--- src/hdl/hpt_pkg.sv ---
package hpt_pkg;

  localparam int CompW  = 16;
  localparam int ProdW  = 32;
  localparam int DotW   = 34;
  localparam int QuoW   = 16;
  localparam int NumRows = 4;
  localparam int RowW   = 64;
  localparam int AddrW  = 5;

  localparam logic signed [CompW-1:0] SatMax = 16'sh7fff;
  localparam logic signed [CompW-1:0] SatMin = -16'sh8000;

  typedef enum logic [1:0] {
    REG_ROW_0 = 2'd0,
    REG_ROW_1 = 2'd1,
    REG_ROW_2 = 2'd2,
    REG_ROW_3 = 2'd3
  } reg_idx_t;

  typedef struct packed {
    logic zero;
    logic clip;
  } div_flags_t;

endpackage

--- src/hdl/hpt_dot.sv ---
module hpt_dot
  import hpt_pkg::*;
(
  input  logic                     clk,
  input  logic [RowW-1:0]          row,
  input  logic signed [CompW-1:0]  vx,
  input  logic signed [CompW-1:0]  vy,
  input  logic signed [CompW-1:0]  vz,
  input  logic signed [CompW-1:0]  vw,
  output logic signed [DotW-1:0]   dot
);

  logic signed [ProdW-1:0] prod [0:3];

  // stage 1: four products
  always_ff @(posedge clk) begin
    prod[0] <= $signed(row[15:0])  * vx;
    prod[1] <= $signed(row[31:16]) * vy;
    prod[2] <= $signed(row[47:32]) * vz;
    prod[3] <= $signed(row[63:48]) * vw;
  end

  // stage 2: sum
  always_ff @(posedge clk) begin
    dot <= DotW'(prod[0]) + DotW'(prod[1]) + DotW'(prod[2]) + DotW'(prod[3]);
  end

endmodule

--- config.mk ---
export PLATFORM = sky130hd
export DESIGN_NAME = hpt_dot
export DESIGN_NICKNAME = d
export VERILOG_FILES = /design/src/hdl/hpt_pkg.sv /design/src/hdl/hpt_dot.sv
export SDC_FILE = /design/constraint.sdc
export NUM_CORES = 2
export LEC_CHECK = 0
export ABC_AREA = 1
export ABC_CLOCK_PERIOD_IN_PS = 20300
export BUFFER_PORTS_ARGS = -buffer_cell sky130_fd_sc_hd__buf_2
export CORE_MARGIN = 2
export CORE_UTILIZATION = 55
export DETAILED_ROUTE_END_ITERATION = 8
export GPL_ROUTABILITY_DRIVEN = 0
export GPL_TIMING_DRIVEN = 0
export PLACE_DENSITY = 0.74
export SLEW_MARGIN = 30
export SYNTH_ARGS = -nofsm -noshare
export SYNTH_HDL_FRONTEND = slang
export SYNTH_SLANG_ARGS = --single-unit
--- constraint.sdc ---
create_clock -name clk -period 20.3 [get_ports clk]
set_input_delay 4.06 -clock clk [delete_from_list [all_inputs] [get_ports clk]]
set_output_delay 4.06 -clock clk [all_outputs]
set_load 0.005 [all_outputs]
==> Yosys cells after proc, flatten, opt, wreduce, memory -nomap -nowiden <==
Memory sizes are Yosys's and may differ from the RTL's.
Cells that the tools add are included.
{ "totals": {"mem_bits_rw": 128, "romBits": 0, "input_bits": 129, "latch_bits": 0, "reg_bits": 34, "output_inout_bits": 34, "mem_count": 1} }
{ "mem_list": {"columns": ["name", "depth", "word_bits", "read_ports", "rd_clocked_by_memory_dff", "write_ports", "line_no", "source"], "rows": [
  ["prod", 4, 32, 4, 0, 4, "hpt_dot.sv:13", "logic signed [ProdW-1:0] prod [0:3];"]
]} }
{ "classes": {"n_lt_le_gt_ge": 0, "n_reduce_logical": 0, "n_eq_ne": 0, "n_mul": 4, "n_shift": 0, "n_bitwise": 0, "n_mux": 0, "n_div": 0, "add_sub_neg": 3} }
{ "op_table": {"columns": ["cell", "n"], "rows": [
  ["multiplier 16 x 16 -> 32 bit", 4],
  ["adder 33 x 32 -> 34 bit", 1],
  ["adder 34 x 32 -> 34 bit", 1],
  ["adder 32 x 32 -> 33 bit", 1]
]} }

==> Longest topological paths before layout <==
{ "logic_depth": {"depth_word": 3, "mapped_depth": 27, "mapped_depth_nobuf": 25} }

==> Worst setup path after synthesis <==
OpenSTA, ideal clock, no wires.
{ "synth_path": {"path_type": "input to register", "startpoint": "in vx[5]", "endpoint": "mem prod[0][31]", "t_arrival_ns": 9.060, "slack_ns": 11.128, "n_path_buf": 2, "cell_stages": 23, "t_required_ns": 20.188, "cell_sequence": "clkbuf_1 -> clkbuf_1 -> nand2_1 -> fa_1 -> inv_1 -> fa_1 -> fa_1 -> fa_1 -> fa_1 -> inv_1 -> fa_1 -> inv_1 -> ha_1 -> nand2_1 -> nor2_1 -> inv_1 -> nor2_2 -> and2_1 -> nand2_1 -> inv_1 -> nor2_1 -> nand2_1 -> nand2_1"} }
{ "synth_lines": {"columns": ["item", "line_no", "source"], "rows": [
  ["from (decl)", "hpt_dot.sv:6", "input logic signed [CompW-1:0] vx,"],
  ["to (decl)", "hpt_dot.sv:13", null]
]} }

==> metrics.txt <==
Avg WL per Cell 16.86 microns; Rel. slew slack 0.5200; Final Skew 0.007631 ns; largest net degree at the start of global routing 17; Slew @ Worst Pin 0.7200 ns; ratio of cells with drive above 1 in the final layout 0.03530; slack of the worst reg-to-reg path 16.94 ns; wirelength, routed 130.2 mm; max-slew violation count 0; Die H 305 microns; IO Pins 163; Std-Cell Rows 110; Req. time, crit path 20.58 ns; clk slew on worst S/H paths 0.07 ns; total CTS buffers 17; I/O Buffers 60; Routed Antenna Nets 0; die width 305 microns; Syn Area/Cell 7.722 sq um; CP Launch Type input port; register area share after synthesis 0.06508; GR peak layer met2; most common cell after layout, fill and taps aside inv_1; Skew-Pair Late Insertion Delay 0.44 ns; status finished, final reports clean; root buffer cell clkbuf_16; CP Capture Type flip-flop; register area 3243 sq um; Fin Setup TNS 0 ns; Clock Tree Buf Depth 2; slowest stage cell, crit path fa_1; global-route wire length before repair 212.8 mm; most frequent cells in the layout inv_1 (1942), nand2_1 (1740), fa_1 (1113), ha_1 (361), clkbuf_1 (228); final worst path period share 0.4893; Crit path max-delay family adder cells; grt ovf 0; DRC Markers 0; Final #Nets 8135; most frequent CP cell fa_1; Avg Vias per Cell 5.168; met2 usage 0.4903; reg-to-reg startpoint prod[0][1]$_DFF_P_; RSZ-0062 raised after global routing false; Yosys cell types 35; Final Setup Violations 0; minimum clock period 9.933 ns; max incr delay on CP 0.79 ns; Mapped Nets 8056; Die Area 93030 sq um; Global Route met3 Usage 0.03790; synth warn 0; Buf/Inv on CP 7; max-cap violation count 0; CTS tree built; Hold Vio Cnt, Final 0; hold path start prod[2][0]$_DFF_P_; layout filler cell count 8258; Post-CTS Setup Inserts 0; worst-path maximum fanout 10; routing usage on met1 0.3833; vias in the first global route 41.12k; Yosys reg bits 162; WS Path Type input port to flip-flop; H-tree depth 4; PostCTS Resize Cnt 0; CP Cell Sequence clkbuf_1, clkbuf_1, nand2_1, fa_1, inv_1, fa_1, fa_1, fa_1, fa_1, inv_1, fa_1, inv_1, ha_1, nand2_1, nor2_1, inv_1, nor2_2, and2_1, nand2_1, inv_1, nor2_1, nand2_1, nand2_1; Hold WC Path Type flip-flop to flip-flop; Total GRT Usage 0.2908; Initial DRC Count 3272; Initial Utilization 0.5545; Area growth, synth to finish 4.665%; Initial DRT Pass Iterations 8; Hold Buf Count CTS 0; # clock sinks 162; Synth Cell Area 49830 sq um; antenna violations before repair 2; Core ar. 89870 sq um; Arrival @ worst endpoint 10.22 ns; Via Count 39.91k; multi-input logic area 38360 sq um; CP startpoint vx[5]; Post-Syn Instances 6453; HPWL Detailed 114.5 mm; fmax 0.1007 GHz
state kept, by name, summed over array words and instances, names as in the netlist:
name / cells
dot: 34
prod: 128
path summary, 6_finish.rpt:
check                        end  depth (start not counted)
min reg2reg       dot[0]$_DFF_P_                          1
max reg2reg      dot[13]$_DFF_P_                         13
max          prod[0][31]$_DFF_P_                         23
min               dot[0]$_DFF_P_                          1
cells by family (layout without fill, tap and decap cells):
family                     after synthesis  in the layout  share of synthesized area
AOI/OAI and AO/OA                      238            238                    0.02581
xor gates and xnor gates               100            100                    0.01758
adders and majority gates             1474           1474                     0.5378
buffers and inverters                 2193           2284                     0.1652
DFF                                    162            162                    0.06508
other                                    0              2                          0
and+or+nand+nor                       2286           2286                     0.1886
layer usage:
| metal | vias up | share of wire |
|---|---|---|
| met4 | 0 | 0.044 |
| met5 | - | 0 |
| li1 | 18374 | - |
| met1 | 19524 | 0.39 |
| met3 | 319 | 0.080 |
| met2 | 1688 | 0.48 |
worst register-to-register path: stages, from the launching register on:
cell and delay, ns:
dfxtp_1 0.48, fa_1 0.48, fa_1 0.51, ha_1 0.17, inv_1 0.07, fa_1 0.47, inv_1 0.10, nand3_1 0.07
nand3_1 0.13, nand2_1 0.07, nand2_1 0.18, nand2_1 0.07, nand2_1 0.14, xor2_1 0.31
cell usage after synthesis:
cell type / number / area share
a21boi_0: 4 / 0.00060
a21o_1: 9 / 0.0014
a21oi_1: 137 / 0.014
a21oi_2: 3 / 0.00053
a31oi_1: 1 / 0.00013
and2_1: 8 / 0.0010
and3_1: 4 / 0.00050
buf_1: 3 / 0.00023
clkbuf_1: 227 / 0.017
dfxtp_1: 162 / 0.065
fa_1: 1113 / 0.45
ha_1: 361 / 0.091
inv_1: 1942 / 0.15
inv_2: 21 / 0.0016
nand2_1: 1740 / 0.13
nand2_2: 28 / 0.0035
nand3_1: 142 / 0.014
nand3_2: 7 / 0.0014
nand3b_1: 7 / 0.0011
nand4_1: 57 / 0.0072
nor2_1: 178 / 0.013
nor2_2: 44 / 0.0055
nor2_4: 3 / 0.00068
nor3_1: 29 / 0.0029
nor3_2: 14 / 0.0028
nor4_1: 4 / 0.00050
nor4_2: 1 / 0.00025
o211ai_1: 1 / 0.00015
o21a_1: 1 / 0.00015
o21ai_0: 57 / 0.0057
o21ai_1: 7 / 0.00070
o21bai_1: 18 / 0.0027
or2_2: 20 / 0.0025
xnor2_1: 17 / 0.0030
xor2_1: 83 / 0.015
stage by stage:
stage,std cells,setup slack (ns),area [sq um],util,hold WS (ns)
after floorplan,6453,11.13,49830,-,0.4324
after global placement,7689,10.11,51600,0.5742,0.4734
after detailed placement,7689,10.01,51600,0.5742,0.4736
after CTS,7720,10.46,52150,0.5803,0.4923
after global routing,7720,10.11,52150,0.5803,0.5050
final,7722,10.37,52160,0.5803,0.4810
layout make-up:
type | count | share of cell area
sequential | 162 | 0.06218
clock buffer | 18 | 0.008228
antenna | 2 | 0.00009596
buffer | 230 | 0.01655
inverter | 1963 | 0.1413
multi-input combinational | 4098 | 0.7354
timing repair buffer | 60 | 0.005757
clock inverter | 13 | 0.002279
tap | 1176 | 0.02821
Power is left out: the tool's default activity adds up to more than one toggle a clock period on the data nets, which glitch-free logic cannot reach.
