### config.mk
export PLATFORM = sky130hd
export DESIGN_NAME = hpt_div
export DESIGN_NICKNAME = d
export VERILOG_FILES = /design/src/hdl/hpt_pkg.sv /design/src/hdl/hpt_div.sv
export SDC_FILE = /design/constraint.sdc
export NUM_CORES = 2
export LEC_CHECK = 0
export CAP_MARGIN = 20
export CORE_ASPECT_RATIO = 2
export CORE_MARGIN = 2
export CORE_UTILIZATION = 50
export DETAILED_ROUTE_END_ITERATION = 8
export DONT_BUFFER_PORTS = 1
export PLACE_DENSITY = 0.64
export SYNTH_ARGS = -nofsm -noshare
export SYNTH_HDL_FRONTEND = slang
export SYNTH_SLANG_ARGS = --single-unit
### constraint.sdc
create_clock -name clk -period 4.4 [get_ports clk]
set_clock_uncertainty 0.05 [all_clocks]
set_input_delay 0.88 -clock clk [delete_from_list [all_inputs] [get_ports clk]]
set_output_delay 0.88 -clock clk [all_outputs]
set_load 0.02 [all_outputs]
### src/hdl/hpt_pkg.sv
package hpt_pkg;

  localparam int CompW  = 16;
  localparam int ProdW  = 32;
  localparam int DotW   = 34;
  localparam int QuoW   = 16;
  localparam int NumRows = 4;
  localparam int RowW   = 64;
  localparam int AddrW  = 5;

  localparam logic signed [CompW-1:0] SatMax = 16'sh7fff;
  localparam logic signed [CompW-1:0] SatMin = -16'sh8000;

  typedef enum logic [1:0] {
    REG_ROW_0 = 2'd0,
    REG_ROW_1 = 2'd1,
    REG_ROW_2 = 2'd2,
    REG_ROW_3 = 2'd3
  } reg_idx_t;

  typedef struct packed {
    logic zero;
    logic clip;
  } div_flags_t;

endpackage

### src/hdl/hpt_div.sv
module hpt_div
  import hpt_pkg::*;
#(
  parameter int FRACTION_BITS = 8
) (
  input  logic                    clk,
  input  logic signed [DotW-1:0]  num,
  input  logic signed [DotW-1:0]  den,
  output logic signed [CompW-1:0] quo,
  output div_flags_t              flags
);

  localparam int NumW = DotW + FRACTION_BITS;
  localparam int CmpW = NumW + QuoW + 1;

  // magnitude stage
  logic [NumW-1:0] a_num;
  logic [DotW-1:0] a_den;
  logic            a_neg;
  logic            a_zero;

  always_ff @(posedge clk) begin
    a_num  <= {(num[DotW-1] ? DotW'(-num) : DotW'(num)), {FRACTION_BITS{1'b0}}};
    a_den  <= den[DotW-1] ? DotW'(-den) : DotW'(den);
    a_neg  <= num[DotW-1] ^ den[DotW-1];
    a_zero <= (den == '0);
  end

  // overflow stage and iteration pipeline, index 0 is the overflow stage
  logic [NumW-1:0] rem  [0:QuoW];
  logic [QuoW-1:0] qb   [0:QuoW];
  logic [DotW-1:0] dv   [0:QuoW];
  logic            neg  [0:QuoW];
  logic            zr   [0:QuoW];
  logic            ovf  [0:QuoW];

  always_ff @(posedge clk) begin
    ovf[0] <= CmpW'(a_num) >= (CmpW'(a_den) << QuoW);
    rem[0] <= a_num;
    qb[0]  <= '0;
    dv[0]  <= a_den;
    neg[0] <= a_neg;
    zr[0]  <= a_zero;
  end

  for (genvar k = 1; k <= QuoW; k++) begin : g_step
    logic [CmpW-1:0] trial;
    logic            take;
    assign trial = CmpW'(dv[k-1]) << (QuoW - k);
    assign take  = CmpW'(rem[k-1]) >= trial;
    always_ff @(posedge clk) begin
      rem[k] <= take ? NumW'(CmpW'(rem[k-1]) - trial) : rem[k-1];
      qb[k]  <= qb[k-1] | (take ? (QuoW'(1) << (QuoW - k)) : '0);
      dv[k]  <= dv[k-1];
      neg[k] <= neg[k-1];
      zr[k]  <= zr[k-1];
      ovf[k] <= ovf[k-1];
    end
  end

  // sign and saturation
  logic [QuoW-1:0] q_fin;
  logic            clip_pos;
  logic            clip_neg;
  assign q_fin    = qb[QuoW];
  assign clip_pos = ovf[QuoW] | q_fin[QuoW-1];
  assign clip_neg = ovf[QuoW] | (q_fin[QuoW-1] & (q_fin[QuoW-2:0] != '0));

  always_ff @(posedge clk) begin
    if (zr[QuoW]) begin
      quo        <= '0;
      flags.clip <= 1'b0;
    end else if (neg[QuoW]) begin
      quo        <= clip_neg ? SatMin : CompW'(-q_fin);
      flags.clip <= clip_neg;
    end else begin
      quo        <= clip_pos ? SatMax : CompW'(q_fin);
      flags.clip <= clip_pos;
    end
    flags.zero <= zr[QuoW];
  end

endmodule

# Yosys cells after proc, flatten, opt, wreduce, memory -nomap -nowiden
# Memory sizes are Yosys's and may differ from the RTL's.
# Index checks and enable logic that the tools add are counted.
totals:
  reg_bits: 88
  mem_count: 6
  in_bits: 69
  mem_bits_rw: 1615
memory_table:
  columns: ["name", "words", "width", "read_ports", "rd_clocked_by_memory_dff", "wr", "line_no", "text"]
  rows:
  - ["rem", 17, 42, 16, 0, 17, "hpt_div.sv:30", "logic [NumW-1:0] rem [0:QuoW];"]
  - ["dv", 17, 34, 16, 0, 17, "hpt_div.sv:32", "logic [DotW-1:0] dv [0:QuoW];"]
  - ["qb", 17, 16, 17, 0, 17, "hpt_div.sv:31", "logic [QuoW-1:0] qb [0:QuoW];"]
  - ["neg", 17, 1, 17, 0, 17, "hpt_div.sv:33", "logic neg [0:QuoW];"]
  - ["ovf", 17, 1, 17, 0, 17, "hpt_div.sv:35", "logic ovf [0:QuoW];"]
  - ["zr", 17, 1, 17, 0, 17, "hpt_div.sv:34", "logic zr [0:QuoW];"]
op_classes:
  reduce_logical: 2
  mux: 38
  order_cmp: 17
  n_bitwise: 20
  n_addsub: 19
ops:
  columns: ["operator", "count"]
  rows:
  - ["two-way mux 42 bit", 16]
  - ["subtractor 42 bit", 8]
  - ["negator 34 bit", 2]
  - ["two-way mux 33 bit", 2]
  - ["two-way mux 16 bit", 4]
  - ["bitwise OR 16 bit", 4]
  - [">= comparator 42 x 50 -> 1 bit", 1]
  - [">= comparator 42 x 49 -> 1 bit", 1]
  - [">= comparator 42 x 48 -> 1 bit", 1]
  - [">= comparator 42 x 47 -> 1 bit", 1]
  - [">= comparator 42 x 46 -> 1 bit", 1]
  - [">= comparator 42 x 45 -> 1 bit", 1]
  - [">= comparator 42 x 44 -> 1 bit", 1]
  - [">= comparator 42 x 43 -> 1 bit", 1]
  - [">= comparator 42 x 34 -> 1 bit", 1]
  - [">= comparator 42 x 35 -> 1 bit", 1]
  - [">= comparator 42 x 36 -> 1 bit", 1]
  - [">= comparator 42 x 37 -> 1 bit", 1]
  - [">= comparator 42 x 38 -> 1 bit", 1]
  - [">= comparator 42 x 39 -> 1 bit", 1]
  - [">= comparator 42 x 40 -> 1 bit", 1]
  - [">= comparator 42 x 41 -> 1 bit", 1]
  - [">= comparator 42 bit", 1]
  - ["subtractor 42 x 34 -> 42 bit", 1]
  - ["other kinds (40)", 42]

# Depth between registers and ports, before layout
# An unclocked memory read counts as a cell.
logic_depth:
  depth_word: 6
  ltp_mapped: 15
  depth_no_buf: 13

# Worst setup path before layout
# OpenSTA, ideal clock, no wires.
synth_path:
  kind: "in2reg"
  from: "input port den[9]"
  to: "register a_den[31]"
  t_required_ps: 4278
  path_stages: 7
  path_slack_ps: 1106
  t_arrival_ps: 3172
  setup_ps: 72
  cell_sequence: "or4_4 -> or3_4 -> or4_4 -> or4_4 -> nand2b_4 -> o31ai_4 -> xnor2_1"
synth_via:
  elab_chain_cells: 2
synth_rtl:
  columns: ["item", "line_no", "text"]
  rows:
  - ["start, declared", "hpt_div.sv:8", "input logic signed [DotW-1:0] den,"]
  - ["negator 34 bit", "hpt_div.sv:24", "a_den <= den[DotW-1] ? DotW'(-den) : DotW'(den);"]
  - ["two-way mux 33 bit", "hpt_div.sv:24", null]
  - ["end signal, assigned", "hpt_div.sv:24", null]
  - ["end, declared", "hpt_div.sv:18", "logic [DotW-1:0] a_den;"]
# No other way between the ends.
# A chain may end at the register's enable or synchronous reset.

==> metrics.yaml <==
synth_area_per_cell_um2: 9.160
drt_iter0_drc: 2140
placedCellCount: 8710
slowest_delay_ns: 0.64
fin_area_um2: 72210
cp_max_fo: 36
cts_sinks: 1391
syn_inst: 7045
grt_max_degree: 62
async_flop_share_pct: 0
report.final.hold_viol_count: 0
route.detailed.drc: 0
ys.flop_type: "dfxtp_1"
p_leak_nw: 32.45
critical_path_required_ns: 5.00
seq_area_frac_synth_pct: 43.15
cts_root_buf: "clkbuf_16"
initial_core_util_pct: 50.32
synth_cell_type_count: 98
rsz0062_at_grt: "false"
worst_slew_pin_slew_ns: 1.286
vias: 50603
cts_buffers: 120
ant_nets: 0
synth_enable_flop_cells: 0
dr.pass1.iters: 5
r2r_slack_ns: 0.10
power_mw: 55.37
cap_viol_max_count: 0
syn_nets: 7673
r2r-start: "dv[0][242]"
io_pins: 87
fmax_mhz: 232.7
wl_per_cell_um: 21.85
viasPerCell: 5.648
path_clk_slew_ns: 0.07
pre_cts_slack_ns: -0.7364
critical_path.top_delay_family: "compound AO/OA/AOI/OAI gates"
layout_worst_path_cycle_share_pct: 97.65
hp-start: "den[0]"
layout_setup_ws_ns: 0.1035
die_y_um: 512.1
cts_hold_buf: 0
routed_wl_mm: 195.7
crit_type: "reg -> reg"
hold_class: "in -> reg"
portBuffers: 0
nets: 7768
fin_util_pct: 56.31
antenna_found_initial: 17
path_cells: "inv_1 > ha_1 > nand3_1 > o221ai_2 > a32o_1 > o31ai_2 > a2111oi_0 > buf_4 > o22ai_1 > o21ai_4 > buf_12 > nor2_1 > a21oi_4"
dp_hpwl_mm: 159.6
setup_viol_count_final: 0
area_growth_pct: 11.90
critPathSlowestCell: "dfxtp_1"
status: "finished clean"
drv_slew: 0
yosysWarnings: 0
cp-end-kind: "flip-flop"
gr-total-overflow: 0
clock_path_buffers: 3
cts_tree: "done"
crit_buf_inv: 3
h-tree-depth: 3
slew_headroom_pct: 13.19
core_area_um2: 128200
gp_congestion: 1.081
vdd_drop_max_uv: 462.9
crit_start: "dv[0][242]"
place_area_um2: 67520
arrival_ns: 4.90
grt_pass1_vias: 53773
cp-start-kind: "flip-flop"
synth_area_um2: 64530
powerDensity_nw_per_um2: 766.8
grt_pass1_wl_mm: 290.9
dieWidth_um: 258.0
layout_min_cycle_time_ns: 4.297
ys_seq_elements: 1391
fp-row-count: 186
die-area_um2: 132100
globalRouteTotalUtil_pct: 29.31
fin_cells: 8959
drive_gt1_share_pct: 8.767
insertion_delay_ns: 0.78
## routing by layer
layer | GRT usage, % | vias up | share of wire [%] | routed length (um)
met3 | 5.516 | 848 | 3.7 | 7165
met4 | 37.09 | 18 | 15 | 29870
li1 | - | 24756 | - | -
met1 | 16.93 | 23784 | 24 | 46440
met5 | 0 | - | 0.067 | 132
met2 | 60.86 | 1197 | 57 | 112100
## kinds of logic (layout without fill, tap and decap cells)
| group | count (synthesis) | in the layout | synth area share (%) |
|---|---|---|---|
| buf+inv | 899 | 1097 | 5.301 |
| flops | 1391 | 1391 | 43.15 |
| xor+xnor | 479 | 479 | 6.501 |
| mux | 197 | 197 | 3.401 |
| simple gates | 1646 | 1646 | 12.40 |
| other cells | 0 | 24 | 0 |
| fa+ha+maj | 559 | 559 | 11.01 |
| compound gates | 1874 | 1874 | 18.23 |
## final timing paths
| check | endpoint | cells past startpoint |
|---|---|---|
| worst max-delay path | rem[0][344] | 13 |
| worst min register to register | zr[8] | 0 |
| worst min-delay path | a_den[0] | 0 |
| worst max register to register | rem[0][344] | 13 |
## flip-flops by register name (all words and copies together), names as in the netlist
signal,cells
rem,572
dv,544
qb,136
a_den,34
a_num,34
neg,17
ovf,17
zr,17
quo,16
flags,2
a_neg,1
a_zero,1
## synthesized netlist by cell type, drive strengths merged, types with 10 or more instances
master      n  area share, %
or2        15           0.15
buf        44           0.33
a2111oi    15           0.23
nand3     107           0.83
nand2     536            3.1
a311oi     13           0.18
o211ai     31           0.36
a221oi     10           0.15
nand3b     13           0.15
a21boi     21           0.24
nand4      99           0.96
a21o      231            2.7
o21bai     57           0.66
mux2i      19           0.29
o31a       17           0.23
clkbuf    144           0.84
dfxtp    1391             43
xor2      178            2.4
nor3b      18           0.21
o22ai      10          0.097
fa         15           0.47
nor4       47           0.48
o21ai     488            3.8
a211o      14           0.19
nor2      387            2.3
nand2b     68           0.67
a31o       10           0.14
o21a       90            1.0
o41ai      21           0.32
and4       19           0.26
o31ai      83           0.99
ha        544             11
mux2      178            3.1
or3        35           0.35
inv       710            4.1
or4        26           0.32
a31oi      55           0.54
and3       48           0.47
xnor2     301            4.1
and2       29           0.28
nor3      105           0.81
o311ai     11           0.16
a211oi     68           0.80
nor2b      57           0.55
a21oi     556            4.3
## report_power, final
part           leakage [nW]  total, mW  internal, mW  switching (mW)
Combinational          18.6       25.4          10.6            14.8
Clock                  2.21       12.0          7.04            4.99
Sequential             11.7       17.9          15.7            2.20
## placed cells by master, fill, tap and decap left out, types with 230 or more instances in the layout
master,count
ha_1,543
a21oi_1,552
o21ai_0,479
inv_1,708
xnor2_1,301
nor2_1,386
a21o_1,230
dfxtp_1,1390
nand2_1,536
## metrics by stage
step | hold WS (ns) | setup TNS (ns)
CTS | 0.01894 | 0
global route | 0.03558 | 0
finish | 0.07159 | 0
floorplan | 0.2596 | 0
global placement | 0.2599 | -60.44
detailed placement | 0.2621 | -4.639
## final cells by class
class                           count  area (um^2)
Sequential cell                  1391        27850
Antenna cell                       24        60.06
Tap cell                         1692         2117
Fill cell                       11452        56020
Clock inverter                     63         1152
Inverter                          711         2669
Clock buffer                      162         3431
Timing Repair Buffer              161         1481
Multi-Input combinational cell   4755        33450
## repair_timing
item	CTS	global route
buffers inserted	0	0
resized for setup	5	3
endpoints found under the hold margin	0	0
pin swaps	0	0
setup endpoints to repair	34	30
No activity file was read; power rests on OpenSTA's default activity.
